## src/rtl/core/ddo_pkg.sv

```systemverilog
// Shared types, constants and the CORDIC angle table of the odometry block.
package ddo_pkg;

    // Default configuration of the top level.
    localparam int DEFAULT_CORDIC_STEPS   = 24;
    localparam int DEFAULT_POSITION_WIDTH = 48;

    // Field and datapath widths.
    localparam int IN_W       = 18;
    localparam int IN_TDATA_W = 40;
    localparam int HEADING_W  = 32;
    localparam int DIFF_W     = 19;
    localparam int TRIG_W     = 33;
    localparam int MUL_B_W    = 34;
    localparam int PROD_W     = 53;
    localparam int DISP_W     = 22;
    localparam int ATAN_IDX_W = 5;

    // Reset value of the turn rate: wheel base of 0.467 m.
    localparam logic [HEADING_W-1:0] TURN_RESET = 32'd1463737207;

    // Gain-corrected unit vector length in Q30.
    localparam logic signed [TRIG_W-1:0] CORDIC_GAIN = 33'sd652032874;

    // Rounding offsets for the heading change, the half change and the displacement.
    localparam logic signed [PROD_W-1:0] RND_DTH  = 53'sd32768;
    localparam logic signed [PROD_W-1:0] RND_HALF = 53'sd65536;
    localparam logic signed [PROD_W-1:0] RND_DISP = 53'sd1073741824;

    // Sequencer states.
    typedef enum logic [8:0] {
        S_IDLE     = 9'b000000001,
        S_MUL_TURN = 9'b000000010,
        S_ANGLE    = 9'b000000100,
        S_ROTATE   = 9'b000001000,
        S_MAP      = 9'b000010000,
        S_MUL_X    = 9'b000100000,
        S_MUL_Y    = 9'b001000000,
        S_ACC_Y    = 9'b010000000,
        S_DONE     = 9'b100000000
    } t_state;

    // Arctangent of 2^-i as a binary angle, 2^32 per full turn.
    function automatic logic signed [TRIG_W-1:0] atan_angle(input logic [ATAN_IDX_W-1:0] idx);
        logic signed [TRIG_W-1:0] val;
        case (idx)
            5'd0:  val = 33'sd536870912;
            5'd1:  val = 33'sd316933406;
            5'd2:  val = 33'sd167458907;
            5'd3:  val = 33'sd85004756;
            5'd4:  val = 33'sd42667331;
            5'd5:  val = 33'sd21354465;
            5'd6:  val = 33'sd10679838;
            5'd7:  val = 33'sd5340245;
            5'd8:  val = 33'sd2670163;
            5'd9:  val = 33'sd1335087;
            5'd10: val = 33'sd667544;
            5'd11: val = 33'sd333772;
            5'd12: val = 33'sd166886;
            5'd13: val = 33'sd83443;
            5'd14: val = 33'sd41722;
            5'd15: val = 33'sd20861;
            5'd16: val = 33'sd10430;
            5'd17: val = 33'sd5215;
            5'd18: val = 33'sd2608;
            5'd19: val = 33'sd1304;
            5'd20: val = 33'sd652;
            5'd21: val = 33'sd326;
            5'd22: val = 33'sd163;
            5'd23: val = 33'sd81;
            5'd24: val = 33'sd41;
            5'd25: val = 33'sd20;
            5'd26: val = 33'sd10;
            5'd27: val = 33'sd5;
            5'd28: val = 33'sd3;
            5'd29: val = 33'sd1;
            5'd30: val = 33'sd1;
            default: val = 33'sd0;
        endcase
        return val;
    endfunction

endpackage

```

## src/rtl/core/differential_drive_odometry.sv

```systemverilog
// Each item runs through S_MUL_TURN, S_ANGLE, the CORDIC rotations of S_ROTATE, S_MAP,
// S_MUL_X, S_MUL_Y, S_ACC_Y and S_DONE, one item at a time, before its result is registered.
// The CORDIC shift-add unit does one rotation per cycle and one shared multiplier is used
// three times. The next item is taken while a finished result waits in the output register.
// Reset (synchronous, active low) clears x, y and heading and loads the default turn rate.
module differential_drive_odometry #(
    parameter int CORDIC_STEPS   = ddo_pkg::DEFAULT_CORDIC_STEPS,
    parameter int POSITION_WIDTH = ddo_pkg::DEFAULT_POSITION_WIDTH
) (
    input  logic                                      i_clk,
    input  logic                                      i_rst_n,
    // Input stream. tdata: left_distance [17:0], right_distance [35:18], zero fill.
    input  logic                                      i_s_tvalid,
    output logic                                      o_s_tready,
    input  logic [ddo_pkg::IN_TDATA_W-1:0]            i_s_tdata,
    // Result stream. tdata: pos_x, pos_y, heading from the lowest bit up, zero fill.
    output logic                                      o_m_tvalid,
    input  logic                                      i_m_tready,
    output logic [((2*POSITION_WIDTH+ddo_pkg::HEADING_W+7)/8)*8-1:0] o_m_tdata,
    // Configuration write channel: turn_per_distance.
    input  logic                                      i_cfg_valid,
    output logic                                      o_cfg_ready,
    input  logic [ddo_pkg::HEADING_W-1:0]             i_cfg_data
);
    import ddo_pkg::*;

    localparam int OUT_W  = ((2*POSITION_WIDTH+HEADING_W+7)/8)*8;
    localparam int STEP_W = $clog2(CORDIC_STEPS);
    localparam logic [STEP_W-1:0] LAST_STEP = STEP_W'(CORDIC_STEPS-1);
    localparam logic signed [POSITION_WIDTH-1:0] POS_MAX = {1'b0, {(POSITION_WIDTH-1){1'b1}}};
    localparam logic signed [POSITION_WIDTH-1:0] POS_MIN = {1'b1, {(POSITION_WIDTH-1){1'b0}}};

    t_state                          r_state, n_state;
    logic [HEADING_W-1:0]            r_turn;
    logic [HEADING_W-1:0]            r_heading;
    logic signed [IN_W-1:0]          r_left, r_right;
    logic signed [POSITION_WIDTH-1:0] r_x, r_y;
    logic signed [PROD_W-1:0]        r_prod;
    logic signed [TRIG_W-1:0]        r_cx, r_cy, r_cz;
    logic [1:0]                      r_quad;
    logic [STEP_W-1:0]               r_step;
    logic [POSITION_WIDTH-1:0]       r_out_x, r_out_y;
    logic [HEADING_W-1:0]            r_out_h;
    logic                            r_m_tvalid;

    logic signed [DIFF_W-1:0]        w_diff, w_sum;
    logic signed [DIFF_W-1:0]        w_mul_a;
    logic signed [MUL_B_W-1:0]       w_mul_b;
    logic signed [PROD_W-1:0]        w_mul;
    logic signed [PROD_W-1:0]        w_dth_sum, w_half_sum, w_disp_sum;
    logic [HEADING_W-1:0]            w_dth, w_half, w_mid;
    logic signed [DISP_W-1:0]        w_disp;
    logic signed [POSITION_WIDTH-1:0] w_acc_in, w_sat;
    logic signed [POSITION_WIDTH:0]  w_sat_sum;
    logic signed [TRIG_W-1:0]        w_xs, w_ys, w_atan;
    logic signed [TRIG_W-1:0]        w_cos, w_sin;
    logic                            w_out_load;

    // Handshake outputs.
    assign o_s_tready  = (r_state == S_IDLE);
    assign o_cfg_ready = 1'b1;
    assign o_m_tvalid  = r_m_tvalid;
    assign o_m_tdata   = OUT_W'({r_out_h, r_out_y, r_out_x});
    assign w_out_load  = (r_state == S_DONE) && (!r_m_tvalid || i_m_tready);

    // Wheel difference and wheel sum.
    assign w_diff = DIFF_W'(r_right) - DIFF_W'(r_left);
    assign w_sum  = DIFF_W'(r_right) + DIFF_W'(r_left);

    // Operand selection for the shared multiplier.
    always_comb begin
        case (r_state)
            S_MUL_X: begin
                w_mul_a = w_sum;
                w_mul_b = MUL_B_W'(r_cx);
            end
            S_MUL_Y: begin
                w_mul_a = w_sum;
                w_mul_b = MUL_B_W'(r_cy);
            end
            default: begin
                w_mul_a = w_diff;
                w_mul_b = signed'({2'b00, r_turn});
            end
        endcase
    end
    assign w_mul = w_mul_a * w_mul_b;

    // Heading change, half change and midpoint heading, all rounded to nearest.
    assign w_dth_sum  = r_prod + RND_DTH;
    assign w_half_sum = r_prod + RND_HALF;
    assign w_dth      = w_dth_sum[16+HEADING_W-1:16];
    assign w_half     = w_half_sum[17+HEADING_W-1:17];
    assign w_mid      = r_heading + w_half;

    // Displacement from the registered product and the saturating position add.
    assign w_disp_sum = r_prod + RND_DISP;
    assign w_disp     = w_disp_sum[PROD_W-1:31];
    assign w_acc_in   = (r_state == S_MUL_Y) ? r_x : r_y;
    assign w_sat_sum  = {w_acc_in[POSITION_WIDTH-1], w_acc_in} + (POSITION_WIDTH+1)'(w_disp);
    always_comb begin
        if (w_sat_sum[POSITION_WIDTH] != w_sat_sum[POSITION_WIDTH-1]) begin
            w_sat = w_sat_sum[POSITION_WIDTH] ? POS_MIN : POS_MAX;
        end else begin
            w_sat = w_sat_sum[POSITION_WIDTH-1:0];
        end
    end

    // Shared CORDIC shift-add unit: one rotation per cycle.
    assign w_xs   = r_cx >>> r_step;
    assign w_ys   = r_cy >>> r_step;
    assign w_atan = atan_angle(ATAN_IDX_W'(r_step));

    // Map the first-quadrant result back to the full circle.
    always_comb begin
        case (r_quad)
            2'd0: begin
                w_cos = r_cx;
                w_sin = r_cy;
            end
            2'd1: begin
                w_cos = -r_cy;
                w_sin = r_cx;
            end
            2'd2: begin
                w_cos = -r_cx;
                w_sin = -r_cy;
            end
            default: begin
                w_cos = r_cy;
                w_sin = -r_cx;
            end
        endcase
    end

    // Sequencer next state.
    always_comb begin
        n_state = r_state;
        case (r_state)
            S_IDLE:     if (i_s_tvalid) n_state = S_MUL_TURN;
            S_MUL_TURN: n_state = S_ANGLE;
            S_ANGLE:    n_state = S_ROTATE;
            S_ROTATE:   if (r_step == LAST_STEP) n_state = S_MAP;
            S_MAP:      n_state = S_MUL_X;
            S_MUL_X:    n_state = S_MUL_Y;
            S_MUL_Y:    n_state = S_ACC_Y;
            S_ACC_Y:    n_state = S_DONE;
            S_DONE:     if (w_out_load) n_state = S_IDLE;
            default:    n_state = S_IDLE;
        endcase
    end

    // Control state, pose accumulators and the configuration register.
    always_ff @(posedge i_clk) begin
        if (!i_rst_n) begin
            r_state    <= S_IDLE;
            r_turn     <= TURN_RESET;
            r_heading  <= '0;
            r_x        <= '0;
            r_y        <= '0;
            r_m_tvalid <= 1'b0;
        end else begin
            r_state <= n_state;
            if (i_cfg_valid) begin
                r_turn <= i_cfg_data;
            end
            if (r_state == S_ANGLE) begin
                r_heading <= r_heading + w_dth;
            end
            if (r_state == S_MUL_Y) begin
                r_x <= w_sat;
            end
            if (r_state == S_ACC_Y) begin
                r_y <= w_sat;
            end
            if (w_out_load) begin
                r_m_tvalid <= 1'b1;
            end else if (i_m_tready) begin
                r_m_tvalid <= 1'b0;
            end
        end
    end

    // Datapath registers of the shared units.
    always_ff @(posedge i_clk) begin
        case (r_state)
            S_IDLE: begin
                if (i_s_tvalid) begin
                    r_left  <= i_s_tdata[IN_W-1:0];
                    r_right <= i_s_tdata[2*IN_W-1:IN_W];
                end
            end
            S_MUL_TURN: begin
                r_prod <= w_mul;
            end
            S_ANGLE: begin
                r_quad <= w_mid[HEADING_W-1:HEADING_W-2];
                r_cz   <= signed'({3'b000, w_mid[HEADING_W-3:0]});
                r_cx   <= CORDIC_GAIN;
                r_cy   <= '0;
                r_step <= '0;
            end
            S_ROTATE: begin
                if (!r_cz[TRIG_W-1]) begin
                    r_cx <= r_cx - w_ys;
                    r_cy <= r_cy + w_xs;
                    r_cz <= r_cz - w_atan;
                end else begin
                    r_cx <= r_cx + w_ys;
                    r_cy <= r_cy - w_xs;
                    r_cz <= r_cz + w_atan;
                end
                r_step <= r_step + 1'b1;
            end
            S_MAP: begin
                r_cx <= w_cos;
                r_cy <= w_sin;
            end
            S_MUL_X, S_MUL_Y: begin
                r_prod <= w_mul;
            end
            S_DONE: begin
                if (w_out_load) begin
                    r_out_x <= r_x;
                    r_out_y <= r_y;
                    r_out_h <= r_heading;
                end
            end
            default: begin
            end
        endcase
    end

endmodule

```

## config.mk

```make
export PLATFORM = sky130hd
export DESIGN_NAME = differential_drive_odometry
export DESIGN_NICKNAME = d
export VERILOG_FILES = /design/src/rtl/core/ddo_pkg.sv /design/src/rtl/core/differential_drive_odometry.sv
export SDC_FILE = /design/constraint.sdc
export NUM_CORES = 2
export LEC_CHECK = 0
export ABC_AREA = 1
export BUFFER_PORTS_ARGS = -buffer_cell sky130_fd_sc_hd__buf_2
export CELL_PAD_IN_SITES_DETAIL_PLACEMENT = 0
export CELL_PAD_IN_SITES_GLOBAL_PLACEMENT = 1
export CORE_UTILIZATION = 30
export CTS_BUF_LIST = sky130_fd_sc_hd__clkbuf_4
export DETAILED_ROUTE_END_ITERATION = 12
export GPL_TIMING_DRIVEN = 0
export PLACE_DENSITY_LB_ADDON = 0.1
export SLEW_MARGIN = 20
export SYNTH_ARGS = -nofsm -noshare
export SYNTH_HDL_FRONTEND = slang
export SYNTH_SLANG_ARGS = --single-unit
export TNS_END_PERCENT = 50
```

## constraint.sdc

```tcl
create_clock -name i_clk -period 20.5 [get_ports i_clk]
set_input_delay 2.05 -clock i_clk [delete_from_list [all_inputs] [get_ports i_clk]]
set_output_delay 2.05 -clock i_clk [all_outputs]
set_load 0.05 [all_outputs]
```

==> out/metrics.yaml <==
status: "finished clean"
pin_count: 208
cts_root_buf: "clkbuf_4"
numPortBuffers: 202
cp-end-kind: "register"
wl_per_cell_um: 24.7
chipHeight_um: 466
most-common-layout-cells: "1,918 x nand2_1, 1,441 x inv_1, 954 x nor2_1, 712 x nand3_1, 618 x fa_1"
yosysWarnings: 0
cts_buffer_depth: 3
htreeDepth: 4
num_vias: 62500
hp-class: "register to register"
cp_slowest_cell: "nor3_4"
antenna_found_initial: 20
dieArea_um2: 217000
synth.cell_area_um2: 64500
area_growth_pct: 11.0
first_iter_violations: 5408
drtPass1Iterations: 6
synth_edf_count: 308
rsz0062_at_grt: "no"
dp_slack_ns: 8.49
slew_headroom: 0.135
fin_area_um2: 71600
cts_buffers: 153
fill_cells: 23500
grt_overflow: 0
synth_seq_area_share: 0.206
worst_pin_slew_ns: 1.28
synth_fp_nets: 10000
fin_util: 0.337
gp_congestion: 0.933
grt_pass1_wl_um: 436000
synth_flop_cell: "edfxtp_1"
slew_viol_final: 0
hold_buffers: 0
crit_type: "register to register"
period_share: 0.590
dieWidth_um: 466
async_flop_share: 0
fmax_mhz: 82.7
worst-endpoint-arrival_ns: 12.94
postCtsResizedCells: 0
final_common_cell: "nand2_1"
vias_per_cell: 5.09
period_needed_ns: 12.10
path_common_cell: "nand2_1"
critPathRequiredTime_ns: 21.35
critPathMaxStageDelay_ns: 0.78
setup_violations: 0
hold_viol_final: 0
synth_cell_types: 75
clk_pin_slew_worst_paths_ns: 0.06
grt_usage: 0.276
clock_sinks: 508
setup_ws_ns: 8.40
whs_ns: 0.366
nets: 10400
maxCapViolCount: 0
synth_seq_cells: 508
synthCells: 8928
cts_tree: "done"
start_kind: "register"
drc: 0
grt_max_degree: 43
fin_skew_ns: 0.140
cts_setup_buffers: 0
placed_area_um2: 69500
clk_latency_ns: 1.24
initial_utilization: 0.303
hpwlAfterDp_um: 253000
final_layout_size_suffix_gt1_frac: 0.0833
avgSynthCellArea_um2: 7.22
grt_pass1_vias: 62200
core_um2: 213000
wl_um: 303000
ant_nets: 0
critPathMaxFanout: 10
rows: 169
## layer usage
layer  up-vias  GRT usage  routed length [µm]
met1     30600      0.403              145000
met3       289     0.0406               19500
met4         8     0.0686                7290
li1      29600          -                   -
met2      2028      0.422              131000
met5         -          0                  46
## final timing paths
| kind | from | endpoint | slack (ns) | depth (start not counted) |
|---|---|---|---|---|
| hold reg to reg | r_y[37] | r_out_y[37] | 0.37 | 0 |
| setup / recovery | r_state[1] | r_prod[49] | 8.40 | 44 |
| setup reg to reg | r_state[1] | r_prod[49] | 8.40 | 44 |
| hold / removal | r_y[37] | r_out_y[37] | 0.37 | 0 |
## area by class of cell
type,count,area (µm²),share of cell area
Clock inverter,59,373,0.00521
Timing Repair Buffer,237,1370,0.0191
Antenna cell,17,42.5,0.000594
Inverter,1489,5590,0.0781
Clock buffer,225,1690,0.0236
Tap cell,2821,3530,0.0493
Sequential cell,508,13300,0.185
Buffer,314,1400,0.0195
Multi-Input combinational cell,6617,44300,0.619
## synthesized netlist by cell type (all sizes together), types with 13 or more instances
cell type  number  area, µm²
dfxtp         200       4000
o22ai          61        388
nand3         719       3630
nor4           39        280
o221ai         20        175
o21a           29        218
xor2          260       2280
clkbuf        183        687
o21bai         28        214
o211ai         49        368
edfxtp        308       9250
xnor2          80        701
nand2        1949       7400
a211oi         13        103
nand4          59        369
fa            618      12400
a21o           19        143
a31oi          47        309
buf           131        701
or2            32        200
inv          1480       5560
a21oi         547       2780
nor2          982       3780
ha            382       4780
o21ai         495       2500
nor3          104        557
a21boi         13       97.6
## metrics by stage
stage	TNS [ns]	cells
3_3_place_gp	-170.79	12000
3_5_place_dp	0	12000
4_1_cts	0	12300
5_1_grt	0	12300
6_report	0	12300
2_1_floorplan	0	8928
## state kept, by name, indices dropped and copies added, names as in the netlist, 18 cells and up
register / cells
r_cx: 33
r_cy: 33
r_cz: 33
r_heading: 32
r_left: 18
r_out_h: 32
r_out_x: 48
r_out_y: 48
r_prod: 38
r_right: 18
r_turn: 32
r_x: 48
r_y: 48
w_atan: 30
## cells by family (layout without fill, tap and decap cells)
logic type               after synthesis  count (layout)  share of synthesized area
buffers and inverters               1803            2324                      0.108
XOR/XNOR                             340             340                     0.0462
multiplexers                           5               5                   0.000815
AND/OR/NAND/NOR                     3905            3905                      0.254
other                                  1              18                  0.0000582
flip-flops                           508             508                      0.206
adder cells (fa/ha/maj)             1000            1000                      0.266
AO/OA/AOI/OAI                       1366            1366                      0.119
## critical path, delay by kind of cell, from the launching register on
kind / cells / cell delay [ns]
AND/OR/NAND/NOR: 16 / 2.82
AO/OA/AOI/OAI: 7 / 1.19
XOR/XNOR: 2 / 0.96
flip-flops: 1 / 0.32
buffers and inverters: 10 / 2.26
adder cells (fa/ha/maj): 9 / 4.28
Power is left out: the tool's default activity adds up to more than one toggle a clock period on the data nets, which glitch-free logic cannot reach.
